`src/sv/dsfl_pkg.sv`:
```
// Package for the descending sorted free list.
// Holds the capacity, widths, status and opcode codes, and the slot and RAM port types.
// No dependencies.
package dsfl_pkg;

  localparam int CAPACITY = 64;
  localparam int IDX_W    = $clog2(CAPACITY);
  localparam int CNT_W    = $clog2(CAPACITY + 1);
  localparam int SIZE_W   = 16;
  localparam int OFF_W    = 32;
  localparam int STAT_W   = 2;

  localparam logic OP_INSERT = 1'b0;
  localparam logic OP_FIND   = 1'b1;

  localparam logic [STAT_W-1:0] ST_OK   = 2'd0;
  localparam logic [STAT_W-1:0] ST_FULL = 2'd1;
  localparam logic [STAT_W-1:0] ST_NONE = 2'd2;

  typedef struct packed {
    logic [SIZE_W-1:0] rec_size;
    logic [OFF_W-1:0]  rec_offset;
  } entry_t;

  typedef struct packed {
    logic             we;
    logic [IDX_W-1:0] waddr;
    entry_t           wdata;
    logic [IDX_W-1:0] raddr;
  } ram_req_t;

endpackage

```
`src/sv/dsfl_ram.sv`:
```
// Slot storage for the free list: one write port, one registered read port.
// Depends on dsfl_pkg.
module dsfl_ram (
  input  logic              clk,
  input  dsfl_pkg::ram_req_t req,
  output dsfl_pkg::entry_t  rdata
);

  dsfl_pkg::entry_t mem [dsfl_pkg::CAPACITY];

  always_ff @(posedge clk) begin
    if (req.we) begin
      mem[req.waddr] <= req.wdata;
    end
    rdata <= mem[req.raddr];
  end

endmodule

```
`src/sv/descending_sorted_free_list_core.sv`:
```
// Top level of the descending sorted free list: sequencer and result register.
// Depends on dsfl_pkg and dsfl_ram.
//
// Keeps up to 64 freed records (offset, size) ordered largest size first, in a
// single-port-write slot RAM with a registered read. One transaction at a time is
// in work; in_stall is high from acceptance until the result is handed to the
// output register. An insert walks from the tail, moving one entry per cycle
// while each entry is strictly smaller than the new size. A find walks from
// slot 0, one slot per cycle, up to the first slot whose size is no larger
// than the requested size. An insert into an empty or a full list, or a find
// on an empty one, skips the walk. A finished result waits while out_stall
// holds the output register, and the output register holds a result while
// out_stall is high.
module descending_sorted_free_list_core (
  input  logic                          clk,
  input  logic                          rst_n,
  input  logic                          in_valid,
  output logic                          in_stall,
  input  logic                          in_op,
  input  logic [dsfl_pkg::OFF_W-1:0]    in_record_offset,
  input  logic [dsfl_pkg::SIZE_W-1:0]   in_record_size,
  output logic                          out_valid,
  input  logic                          out_stall,
  output logic [dsfl_pkg::STAT_W-1:0]   out_status,
  output logic [dsfl_pkg::IDX_W-1:0]    out_slot_index,
  output logic [dsfl_pkg::CNT_W-1:0]    out_entry_count
);

  typedef enum logic [2:0] {S_IDLE, S_INS, S_HEAD, S_FND, S_DONE} state_t;

  state_t                        state_r, state_nxt;
  logic [dsfl_pkg::CNT_W-1:0]    count_r, count_nxt;
  logic [dsfl_pkg::CNT_W-1:0]    idx_r, idx_nxt;
  dsfl_pkg::entry_t              key_r, key_nxt;
  logic [dsfl_pkg::STAT_W-1:0]   res_status_r, res_status_nxt;
  logic [dsfl_pkg::IDX_W-1:0]    res_slot_r, res_slot_nxt;
  logic                          out_valid_r, out_valid_nxt;
  logic [dsfl_pkg::STAT_W-1:0]   out_status_r, out_status_nxt;
  logic [dsfl_pkg::IDX_W-1:0]    out_slot_r, out_slot_nxt;
  logic [dsfl_pkg::CNT_W-1:0]    out_count_r, out_count_nxt;

  dsfl_pkg::ram_req_t            ram_req;
  dsfl_pkg::entry_t              ram_rdata;
  logic                          out_free;

  dsfl_ram u_ram (
    .clk   (clk),
    .req   (ram_req),
    .rdata (ram_rdata)
  );

  assign in_stall        = (state_r != S_IDLE);
  assign out_valid       = out_valid_r;
  assign out_status      = out_status_r;
  assign out_slot_index  = out_slot_r;
  assign out_entry_count = out_count_r;
  assign out_free        = !out_valid_r || !out_stall;

  always_comb begin
    state_nxt      = state_r;
    count_nxt      = count_r;
    idx_nxt        = idx_r;
    key_nxt        = key_r;
    res_status_nxt = res_status_r;
    res_slot_nxt   = res_slot_r;
    out_valid_nxt  = out_valid_r && out_stall;
    out_status_nxt = out_status_r;
    out_slot_nxt   = out_slot_r;
    out_count_nxt  = out_count_r;
    ram_req        = '0;

    case (state_r)
      S_IDLE: begin
        if (in_valid) begin
          key_nxt.rec_size   = in_record_size;
          key_nxt.rec_offset = in_record_offset;
          res_slot_nxt       = '0;
          res_status_nxt     = dsfl_pkg::ST_OK;
          if (in_op == dsfl_pkg::OP_INSERT) begin
            if (count_r == dsfl_pkg::CNT_W'(dsfl_pkg::CAPACITY)) begin
              res_status_nxt = dsfl_pkg::ST_FULL;
              state_nxt      = S_DONE;
            end else if (count_r == '0) begin
              ram_req.we               = 1'b1;
              ram_req.waddr            = '0;
              ram_req.wdata.rec_size   = in_record_size;
              ram_req.wdata.rec_offset = in_record_offset;
              count_nxt                = count_r + dsfl_pkg::CNT_W'(1);
              state_nxt                = S_DONE;
            end else begin
              ram_req.raddr = dsfl_pkg::IDX_W'(count_r - dsfl_pkg::CNT_W'(1));
              idx_nxt       = count_r;
              state_nxt     = S_INS;
            end
          end else begin
            if (count_r == '0) begin
              res_status_nxt = dsfl_pkg::ST_NONE;
              state_nxt      = S_DONE;
            end else begin
              ram_req.raddr = '0;
              idx_nxt       = '0;
              state_nxt     = S_FND;
            end
          end
        end
      end

      // ram_rdata holds slot idx_r-1; shift it up while strictly smaller
      S_INS: begin
        ram_req.we    = 1'b1;
        ram_req.waddr = idx_r[dsfl_pkg::IDX_W-1:0];
        if (ram_rdata.rec_size < key_r.rec_size) begin
          ram_req.wdata = ram_rdata;
          if (idx_r == dsfl_pkg::CNT_W'(1)) begin
            state_nxt = S_HEAD;
          end else begin
            ram_req.raddr = dsfl_pkg::IDX_W'(idx_r - dsfl_pkg::CNT_W'(2));
            idx_nxt       = idx_r - dsfl_pkg::CNT_W'(1);
          end
        end else begin
          ram_req.wdata = key_r;
          count_nxt     = count_r + dsfl_pkg::CNT_W'(1);
          state_nxt     = S_DONE;
        end
      end

      S_HEAD: begin
        ram_req.we    = 1'b1;
        ram_req.waddr = '0;
        ram_req.wdata = key_r;
        count_nxt     = count_r + dsfl_pkg::CNT_W'(1);
        state_nxt     = S_DONE;
      end

      // ram_rdata holds slot idx_r
      S_FND: begin
        if (ram_rdata.rec_size <= key_r.rec_size) begin
          res_status_nxt = dsfl_pkg::ST_OK;
          res_slot_nxt   = idx_r[dsfl_pkg::IDX_W-1:0];
          state_nxt      = S_DONE;
        end else if (idx_r == count_r - dsfl_pkg::CNT_W'(1)) begin
          res_status_nxt = dsfl_pkg::ST_NONE;
          state_nxt      = S_DONE;
        end else begin
          ram_req.raddr = dsfl_pkg::IDX_W'(idx_r + dsfl_pkg::CNT_W'(1));
          idx_nxt       = idx_r + dsfl_pkg::CNT_W'(1);
        end
      end

      S_DONE: begin
        if (out_free) begin
          out_valid_nxt  = 1'b1;
          out_status_nxt = res_status_r;
          out_slot_nxt   = res_slot_r;
          out_count_nxt  = count_r;
          state_nxt      = S_IDLE;
        end
      end

      default: begin
        state_nxt = S_IDLE;
      end
    endcase
  end

  always_ff @(posedge clk) begin
    if (!rst_n) begin
      state_r     <= S_IDLE;
      count_r     <= '0;
      out_valid_r <= 1'b0;
    end else begin
      state_r     <= state_nxt;
      count_r     <= count_nxt;
      out_valid_r <= out_valid_nxt;
    end
    idx_r        <= idx_nxt;
    key_r        <= key_nxt;
    res_status_r <= res_status_nxt;
    res_slot_r   <= res_slot_nxt;
    out_status_r <= out_status_nxt;
    out_slot_r   <= out_slot_nxt;
    out_count_r  <= out_count_nxt;
  end

  a_count_bound: assert property (@(posedge clk) disable iff (!rst_n)
    count_r <= dsfl_pkg::CNT_W'(dsfl_pkg::CAPACITY))
    else $error("entry count above capacity");

  a_full_status: assert property (@(posedge clk) disable iff (!rst_n)
    out_valid_r && (out_status_r == dsfl_pkg::ST_FULL)
      |-> out_count_r == dsfl_pkg::CNT_W'(dsfl_pkg::CAPACITY))
    else $error("full status with room left");

  a_none_slot: assert property (@(posedge clk) disable iff (!rst_n)
    out_valid_r && (out_status_r != dsfl_pkg::ST_OK) |-> out_slot_r == '0)
    else $error("nonzero slot on failed transaction");

  a_find_walk: assert property (@(posedge clk) disable iff (!rst_n)
    (state_r == S_FND) |-> idx_r < count_r)
    else $error("find walk past last entry");

endmodule

```
`config.mk`:
```
export PLATFORM = sky130hd
export DESIGN_NAME = descending_sorted_free_list_core
export DESIGN_NICKNAME = d
export VERILOG_FILES = /design/src/sv/dsfl_pkg.sv /design/src/sv/dsfl_ram.sv /design/src/sv/descending_sorted_free_list_core.sv
export SDC_FILE = /design/constraint.sdc
export NUM_CORES = 1
export LEC_CHECK = 0
export ABC_AREA = 0
export BUFFER_PORTS_ARGS = -buffer_cell sky130_fd_sc_hd__buf_2
export CAP_MARGIN = 0
export CORE_UTILIZATION = 35
export CTS_CLUSTER_SIZE = 30
export DETAILED_ROUTE_END_ITERATION = 10
export GPL_TIMING_DRIVEN = 0
export PLACE_DENSITY = 0.52
export SLEW_MARGIN = 20
export SYNTH_ARGS = -nofsm -noshare
export SYNTH_HDL_FRONTEND = slang
export SYNTH_SLANG_ARGS = --single-unit
```
`constraint.sdc`:
```
create_clock -name clk -period 8.7 [get_ports clk]
set_input_delay 2.61 -clock clk [delete_from_list [all_inputs] [get_ports clk]]
set_output_delay 2.61 -clock clk [all_outputs]
set_load 0.05 [all_outputs]
```
# --- Word level (Yosys, flattened, before mapping) ---
# Memory sizes are Yosys's and may differ from the RTL's. A register that Yosys moved wholly into a read port is not among the register bits.
# Index checks and enable logic that the tools add are counted.
totals:
  regBits: 89
  ramBits: 3072
  in_bits: 53
  out_inout_bits: 17
  memories: 1
mem_list:
  columns: ["name", "depth", "word_bits", "read_ports", "rd_clocked_by_memory_dff", "write_ports", "line_no", "text"]
  rows:
  - ["u_ram.mem", 64, 48, 1, 1, 1, "dsfl_ram.sv:9", "dsfl_pkg::entry_t mem [dsfl_pkg::CAPACITY];"]
classes:
  addsub: 5
  order_cmp: 2
  eq_ne: 22
  mux: 54
  reduce_logical: 17
ops:
  columns: ["op", "n"]
  rows:
  - ["$pmux 55 s3", 1]
  - ["$mux 61", 2]
  - ["$mux 55", 2]
  - ["$mux 7", 14]
  - ["$mux 48", 1]
  - ["$mux 6", 8]
  - ["$pmux 7 s3", 2]
  - ["$mux 3", 10]
  - ["$ne 2x2->1 const B", 12]
  - ["$pmux 6 s3", 1]
  - ["$le 16x16->1", 1]
  - ["$lt 16x16->1", 1]
  - ["$pmux 3 s5", 1]
  - ["$add 7x1->7 const B", 2]
  - ["$sub 7x1->7 const B", 2]
  - ["$pmux 6 s2", 1]
  - ["$mux 2", 5]
  - ["$ne 3x3->1 const B", 3]
  - ["$reduce_bool 3->1", 3]
  - ["$reduce_and 8->1", 1]
  - ["$eq 7x1->1 const B", 1]
  - ["$eq 7x7->1", 1]
  - ["$eq 7x7->1 const B", 1]
  - ["$logic_not 7->1", 1]
  - ["15 further kinds", 23]

# --- Logic depth before layout (Yosys ltp) ---
# Gate-level depths: netlist of the first run.
depth:
  depth_word: 8
  mapped_depth: 18
  mapped_depth_nobuf: 13

# --- Hierarchy ---
# Synthesis of the first run repeated with hierarchy kept, for this count alone.
hier_totals:
  hier_cells: 5450
  area_unflattened_um2: 122367.4
by_module_without_submodules:
  columns: ["mod", "instances", "cells_per_inst", "area_per_inst_um2"]
  rows:
  - ["dsfl_ram", 1, 4970, 117117.3]
  - ["descending_sorted_free_list_core", 1, 480, 5250.0]

# --- Least setup slack after synthesis of the first run ---
# OpenSTA, ideal clock, no wires.
synth_timing:
  path_type: "input to register"
  from: "input in_valid"
  to: "register u_ram.rdata[37] (netlist name)"
  setup_time_ns: 0.117
  arrival_time_ns: 4.983
  required_ns: 8.583
  setup_slack_ns: 3.600
  stages: 12
  n_path_buf: 3
  path_cell_list: "or4b_1 -> nor2_1 -> nand2_1 -> o32ai_2 -> or2_1 -> buf_4 -> buf_2 -> clkbuf_1 -> nand3_1 -> a21oi_1 -> nor3_1 -> a22o_1"
synth_between:
  elab_chain_len: 2
synth_rtl:
  columns: ["element", "line_no", "text"]
  rows:
  - ["start: declaration", "descending_sorted_free_list_core.sv:17", "input logic in_valid,"]
  - ["$mux 61", "descending_sorted_free_list_core.sv:74", "if (in_valid) begin"]
  - ["$pmux 6 s3", "descending_sorted_free_list_core.sv:72", "case (state_r)"]
# Every way passes these cells.
# A chain may end at the register's enable or synchronous reset.

# --- Worst setup path after layout of the first run ---
layout_timing:
  from: "input in_valid"
  to: "register u_ram.rdata[37] (netlist name)"
layout_between:
  elab_chain_len: 2
layout_rtl:
  columns: ["element", "line_no"]
  rows:
  - ["$mux 61", "descending_sorted_free_list_core.sv:74"]
  - ["$pmux 6 s3", "descending_sorted_free_list_core.sv:72"]
# Every way passes these cells.

==> impl_results.md, run 1 <==
- Post-CTS Repair Setup Buffers: 0
- Routed wire length: 155 mm
- Design Area, Final: 52000 um^2
- Leak: 0.0172 uW
- Worst skew pair latency: 0.73 ns
- Ys flop type: edfxtp_1
- Vias in the first global route: 27900
- Arr. time, crit path: 7.35 ns
- Clock transition at path regs: 0.07 ns
- R2R Path End: u_ram.rdata[38]
- Area fraction of the dominant cell type after synthesis: 71.5%
- Post-Syn Nets: 3216
- GR Util met3: 3.85%
- CTS Hold Bufs: 0
- Setup TNS: 0 ns
- Internal power: 9740 uW
- Area occupied by multi-input gates: 11300 um^2
- Core area: 128000 um^2
- FMAX: 147 MHz
- Die area: 130000 um^2
- Total Routing Usage GR: 23.4%
- Initial DRC Count: 3521
- Final Instance Count excl. Fillers: 5121
- Register area: 32700 um^2
- IO Count: 70
- RD Place Congestion: 1.03
- H-Tree Depth: 3
- DR vias: 29100
- Slack of the worst reg-to-reg path: 2.60 ns
- Post-cts sizing count: 0
- Hold path startpoint: res_slot_r[4]
- R2R cell count: 14
- Register area share after synthesis: 72.7%
- Die width: 360 um
- Placed inst area: 48500 um^2
- Hold endpoint: out_slot_index[4]
- Gate power share: 23.2%
- Placed insts: 4911
- Crit Path Category: primary input to flip-flop
- First-pass GRT wire length: 215 mm
- Final Hold Fails: 0
- Drc violations: 0
- Final ANT Viol Nets: 0
- Overflow after GRT: 0
- Synthesized flop and latch total: 1097
- Share of layout cells above drive strength 1: 14.9%
- Transition time of the tightest slew-check pin: 1.23 ns
- Sequential power share: 44.2%
- Unrepaired setup endpoints after global routing: no
- Switching Fraction: 32.3%
- Root Buffer: clkbuf_16
- Cell area after synthesis: 45000 um^2
- Total of max-cap violations: 0
- Floorplan die height: 360 um
- Run status: finished, final reports clean
- Cell row count: 131
- Hpwl dp: 110 mm
- Cts bufs inserted: 114
- Most frequent cell after synthesis: edfxtp_1
- Startpoint Class: primary input
- Antenna violations before repair: 11
- Clk pwr share: 32.5%
- Area growth syn-to-layout: 15.7%
- Pin count of the biggest net entering global routing: 65
- Main area contributors after synthesis: edfxtp_1, nand2_1, mux2i_1
- Tcrit/Tclk final: 78.0%
- Synthesized netlist cell count: 3138
- Worst IR Drop VDD: 150 uV
- Yosys cell types: 84
- Slew HR: 17.2%
- EDFF count, synth: 1070
- I/O Buffers: 36
- Asr flop ratio synth: 0%
- Vias/cell: 5.69
- CTS tree: built
- WL/cell: 30.2 um
- Area leader, netlist: edfxtp_1
- Yosys warning total: 0
- Worst hold path stage count: 0
- PwrDens: 277 nW/um^2
- Hold Path Class: flip-flop to flip-flop
- Clk_skew: 0.0400 ns
- CP endpoint kind: flip-flop
- Slew Viols, Final: 0
- Fin nets: 3443
- Fillers: 11800
- Busiest grt layer: met2
- Mean Syn Cell Area: 14.3 um^2
- Worst-path maximum fanout: 10
- Sw power: 4660 uW
- GR Layer Usage met2: 36.1%
- Final min period: 6.79 ns
- Post-synth top cells: edfxtp_1, nand2_1, mux2i_1, nor2_1, a211oi_1
- Starting Density: 35.3%
- Final setup vio count: 0
- CTS Sinks: 1097
- Met1 usage: 33.4%
- Critical path required time: 9.27 ns
- Origin of the critical flop-to-flop path: count_r[0]
- First-pass DRT Iterations: 6
- Deepest clock path buffer count: 3
## power groups by stage
stage          registers, uW  logic [uW]  clock network (uW)
2_1_floorplan           6560        1610                   0
3_3_place_gp            6530        3130                   0
3_5_place_dp            6480        3270                   0
4_1_cts                 6370        3280                4740
5_1_grt                 6380        3480                4930
6_report                6370        3340                4680
## cell type report
class | count | share of cell area [%]
timing repair buffer | 111 | 2.33
clock buffer | 147 | 5.88
buffer | 210 | 2.11
inverter | 42 | 0.370
clock inverter | 59 | 0.866
tap | 1662 | 4.00
antenna | 4 | 0.0192
sequential | 1097 | 62.8
multi-input combinational | 1789 | 21.6
## cell usage in the layout (no fill, tap or decap), types with 50 or more instances in the layout
cell / netlist / layout
edfxtp_1: 1070 / 1070
nand2_1: 495 / 495
mux2i_1: 173 / 173
buf_2: 84 / 120
a211oi_1: 115 / 115
clkbuf_16: 0 / 115
clkbuf_1: 76 / 101
nand3_1: 101 / 101
a21oi_1: 102 / 101
and3_1: 100 / 100
a31oi_1: 85 / 85
buf_6: 12 / 59
nor2_2: 0 / 59
nor2_1: 123 / 58
o21ai_0: 50 / 50
## layer usage
layer,routed length [um],up-vias,share of wire (%)
met5,33,-,0.021
met3,13200,230,8.5
li1,-,12600,-
met2,69600,1368,45
met4,5180,4,3.3
met1,66800,14900,43
## how the worst max path moves through the flow
stage / startpoint / endpoint / cells past startpoint
2_1_floorplan: in_valid / u_ram.rdata[37] / 12
3_3_place_gp: in_valid / u_ram.rdata[41] / 13
3_5_place_dp: in_valid / u_ram.rdata[43] / 13
4_1_cts: in_valid / u_ram.rdata[43] / 13
5_1_grt: in_valid / u_ram.rdata[37] / 13
6_report: in_valid / u_ram.rdata[37] / 13
## through the flow
| stage | util (%) | worst slack (ns) | hold WS (ns) | total power [uW] |
|---|---|---|---|---|
| 2_1_floorplan | - | 3.60 | 0.400 | 8180 |
| 5_1_grt | 40.8 | 1.90 | 0.422 | 14800 |
| 3_3_place_gp | 37.0 | 1.14 | 0.401 | 9670 |
| 6_report | 40.8 | 1.91 | 0.411 | 14400 |
| 4_1_cts | 40.8 | 2.17 | 0.419 | 14400 |
| 3_5_place_dp | 38.0 | 1.39 | 0.405 | 9750 |
## registers in the layout, indices dropped and copies added, names as in the netlist, 2 cells and up
| register | count |
|---|---|
| u_ram.rdata | 16 |
| res_slot_r | 6 |
| count_r | 7 |
| out_slot_index | 6 |
| u_ram.mem | 1024 |
| out_status | 2 |
| out_entry_count | 7 |
| idx_r | 7 |
| res_status_r | 2 |
| key_r | 16 |
| state_r | 3 |
## logic make-up (layout without fill, tap and decap cells)
kind of cell	count (synthesis)	after routing	share of synthesized area (%)
mux	188	188	4.25
simple gates	927	927	9.29
other cells	0	4	0
compound gates	619	619	9.69
xor+xnor	30	30	0.615
fa+ha+maj	25	25	0.696
buf+inv	252	569	2.79
flops	1097	1097	72.7
## critical path, stage by stage
cell and delay, ns:
buf_2 0.09, or4b_1 0.53, nor2_1 0.24, nand3_1 0.20, o31a_1 0.45, nand2_2 0.25
buf_4 0.33, buf_2 0.39, mux2i_1 0.26, o22ai_1 0.15, a2111oi_1 1.00, nor2_1 0.39
a22o_1 0.43
No activity file was read; power rests on OpenSTA's default activity.
==> inputs of run 2 (changes only) <==
--- a/config.mk
+++ b/config.mk
@@ -12,7 +12,7 @@
 export CTS_CLUSTER_SIZE = 30
 export DETAILED_ROUTE_END_ITERATION = 10
 export GPL_TIMING_DRIVEN = 0
-export PLACE_DENSITY = 0.52
+export PLACE_DENSITY = 0.54
 export SLEW_MARGIN = 20
 export SYNTH_ARGS = -nofsm -noshare
 export SYNTH_HDL_FRONTEND = slang
==> constraint.sdc (replaced) <==
create_clock -name clk -period 5.87 [get_ports clk]
set_input_delay 1.761 -clock clk [delete_from_list [all_inputs] [get_ports clk]]
set_output_delay 1.761 -clock clk [all_outputs]
set_load 0.05 [all_outputs]
==> run 2 against run 1 <==
Compared with the run above: the run now ends with negative setup slack left; sequential power increased by 48%; flip-flop and latch count unchanged; via count about the same; total power increased by 49%; cell area increased by 0.25%; register-to-register slack got worse by 2.7 ns; combinational power increased by 45%; sequential share of layout area decreased by 0.15 points; clock power increased by 54%; first-iteration DRC count increased by 13%; critical endpoint unchanged; largest power group unchanged.
==> impl_results.md, run 2 (synthesis results as in run 1) <==
- Final ANT Viol Nets: 0
- Worst path max stage delay: 1.01 ns
- Drc violations: 0
- Hold Path Class: flip-flop to flip-flop
- Worst IR Drop VDD: 285 uV
- Worst skew pair latency: 0.75 ns
- Total power draw: 21500 uW
- Vias/cell: 5.69
- First-pass DRT Iterations: 6
- Crit path to: u_ram.rdata[37]
- Die area: 130000 um^2
- Top Registers: u_ram.mem x1024, key_r x16, u_ram.rdata x16
- IO Count: 70
- Floorplan die height: 360 um
- R2R Path End: u_ram.rdata[34]
- Crit Path Category: primary input to flip-flop
- Total of max-cap violations: 0
- Worst-path maximum fanout: 10
- Deepest clock path buffer count: 3
- RD Place Congestion: 1.04
- Tcrit/Tclk final: 101%
- Cell row count: 131
- R2R cell count: 14
- Root Buffer: clkbuf_16
- Cells along the critical path: buf_2 -> or4b_1 -> nor2_1 -> nand3_1 -> o31a_1 -> nand2_2 -> buf_4 -> buf_4 -> mux2i_1 -> o22ai_1 -> a2111oi_0 -> nor2_1 -> a22o_1
- Top delay family on crit path: compound AO/OA/AOI/OAI gates
- Die width: 360 um
- Core area: 128000 um^2
- Critical Path Start: in_valid
- Hpwl dp: 104 mm
- Failing checks: negative setup slack
- Overflow after GRT: 0
- Fillers: 11700
- Final Hold Fails: 0
- Origin of the critical flop-to-flop path: count_r[0]
- I/O Buffers: 36
- Slew Viols, Final: 0
- Leak: 0.0172 uW
- Antenna violations before repair: 16
- Initial DRC Count: 3966
- Most frequent cells in the layout: edfxtp_1, nand2_1, mux2i_1, buf_2, clkbuf_16
- FMAX: 169 MHz
- Area growth syn-to-layout: 16.0%
- CTS tree: built
- Fin nets: 3441
- Final min period: 5.93 ns
- Slack of the worst reg-to-reg path: -0.05 ns
- Slowest library cell on the worst path: a2111oi_0
- Vias in the first global route: 27600
- Transition time of the tightest slew-check pin: 1.18 ns
- Worst Path Buf+Inv: 3
- Slew HR: 19.2%
- Arr. time, crit path: 6.52 ns
- Max FFs per register: 1024
- H-Tree Depth: 3
- Pin count of the biggest net entering global routing: 65
- Critical path required time: 6.46 ns
- DR vias: 29100
- Clk_skew: 0.0402 ns
- Total Routing Usage GR: 22.5%
- WL/cell: 29.0 um
- CP endpoint kind: flip-flop
- Commonest non-fill, non-tap cell in the layout: edfxtp_1
- Crit path depth: 13
- Cts bufs inserted: 114
- Most flops, register: u_ram.mem
- CTS Hold Bufs: 0
- PwrDens: 412 nW/um^2
- First-pass GRT wire length: 208 mm
- Final setup vio count: 6
- Clock transition at path regs: 0.06 ns
- Run status: finished, violations left
- Post-CTS Repair Setup Buffers: 0
- Share of layout cells above drive strength 1: 15.3%
- Final worst slack: -0.0611 ns
- Place WS: -0.620 ns
- Starting Density: 35.3%
- CTS Sinks: 1097
- Startpoint Class: primary input
- Routed wire length: 148 mm
==> run 2: changes by cell type in the layout (fill, tap and decap cells not counted), moves of 3 or more <==
cell | before | now
diode_2 | 4 | 1
inv_4 | 14 | 11
clkinv_1 | 30 | 27
a2111oi_1 | 9 | 6
bufinv_16 | 5 | 11
clkbuf_8 | 6 | 2
clkbuf_1 | 101 | 96
inv_2 | 2 | 5
a211oi_1 | 115 | 111
buf_8 | 12 | 15
clkinvlp_4 | 1 | 4
a211oi_2 | 0 | 4
==> run 2: per-stage QoR <==
stage | hold slack (ns) | TNS [ns] | instances | cell area [um^2] | utilization (%)
floorplan | 0.400 | 0 | 3138 | 45000 | -
global placement | 0.401 | -70.29 | 4836 | 47200 | 37.0
detailed placement | 0.405 | -6.50 | 4909 | 48400 | 38.0
CTS | 0.392 | 0 | 5115 | 52100 | 40.9
global route | 0.404 | -0.00213 | 5115 | 52100 | 40.9
finish | 0.396 | -0.236 | 5116 | 52200 | 40.9
==> run 2: worst min path at each step <==
stage	from	to	slack, ns	cells past startpoint
after global placement	res_slot_r[5]	out_slot_index[5]	0.40	0
after global routing	res_slot_r[5]	out_slot_index[5]	0.40	0
after floorplan	res_slot_r[0]	out_slot_index[0]	0.40	0
final	res_slot_r[5]	out_slot_index[5]	0.40	0
after CTS	res_slot_r[5]	out_slot_index[5]	0.39	0
after detailed placement	res_slot_r[0]	out_slot_index[0]	0.40	0
==> run 2: timing repair <==
item / in CTS / in global routing
hold endpoints to repair: 0 / 0
cloned: 0 / 0
pin swaps: 0 / 0
setup endpoints to repair: 8 / 6
resized for setup: 2 / 6
==> run 2: final cells by class <==
class                   instances  area, um^2  share of cell area (%)
flip-flops and latches       1097       32700                    62.6
plain buffers                 210        1100                    2.11
clock inverters                67         681                    1.31
clock buffers                 139        2990                    5.73
repair buffers                109        1170                    2.25
diodes                          1        2.50                 0.00480
well taps                    1662        2080                    3.99
multi-input cells            1789       11300                    21.6
inverters                      42         185                   0.355
==> run 2: routing by layer <==
layer | vias to the layer above | track usage (%) | share of wire [%]
met4 | 8 | 10.2 | 4.5
met3 | 271 | 3.91 | 9.5
met1 | 14700 | 31.4 | 42
met2 | 1578 | 34.3 | 44
met5 | - | 0 | 0.034
li1 | 12600 | - | -
==> run 2: power by group <==
group / internal (uW) / leakage (uW) / total [uW] / switching, uW
sequential: 9350 / 0.0101 / 9440 / 93.6
combinational: 1200 / 0.00534 / 4850 / 3650
clock: 4090 / 0.00178 / 7190 / 3090
total: 14600 / 0.0172 / 21500 / 6830
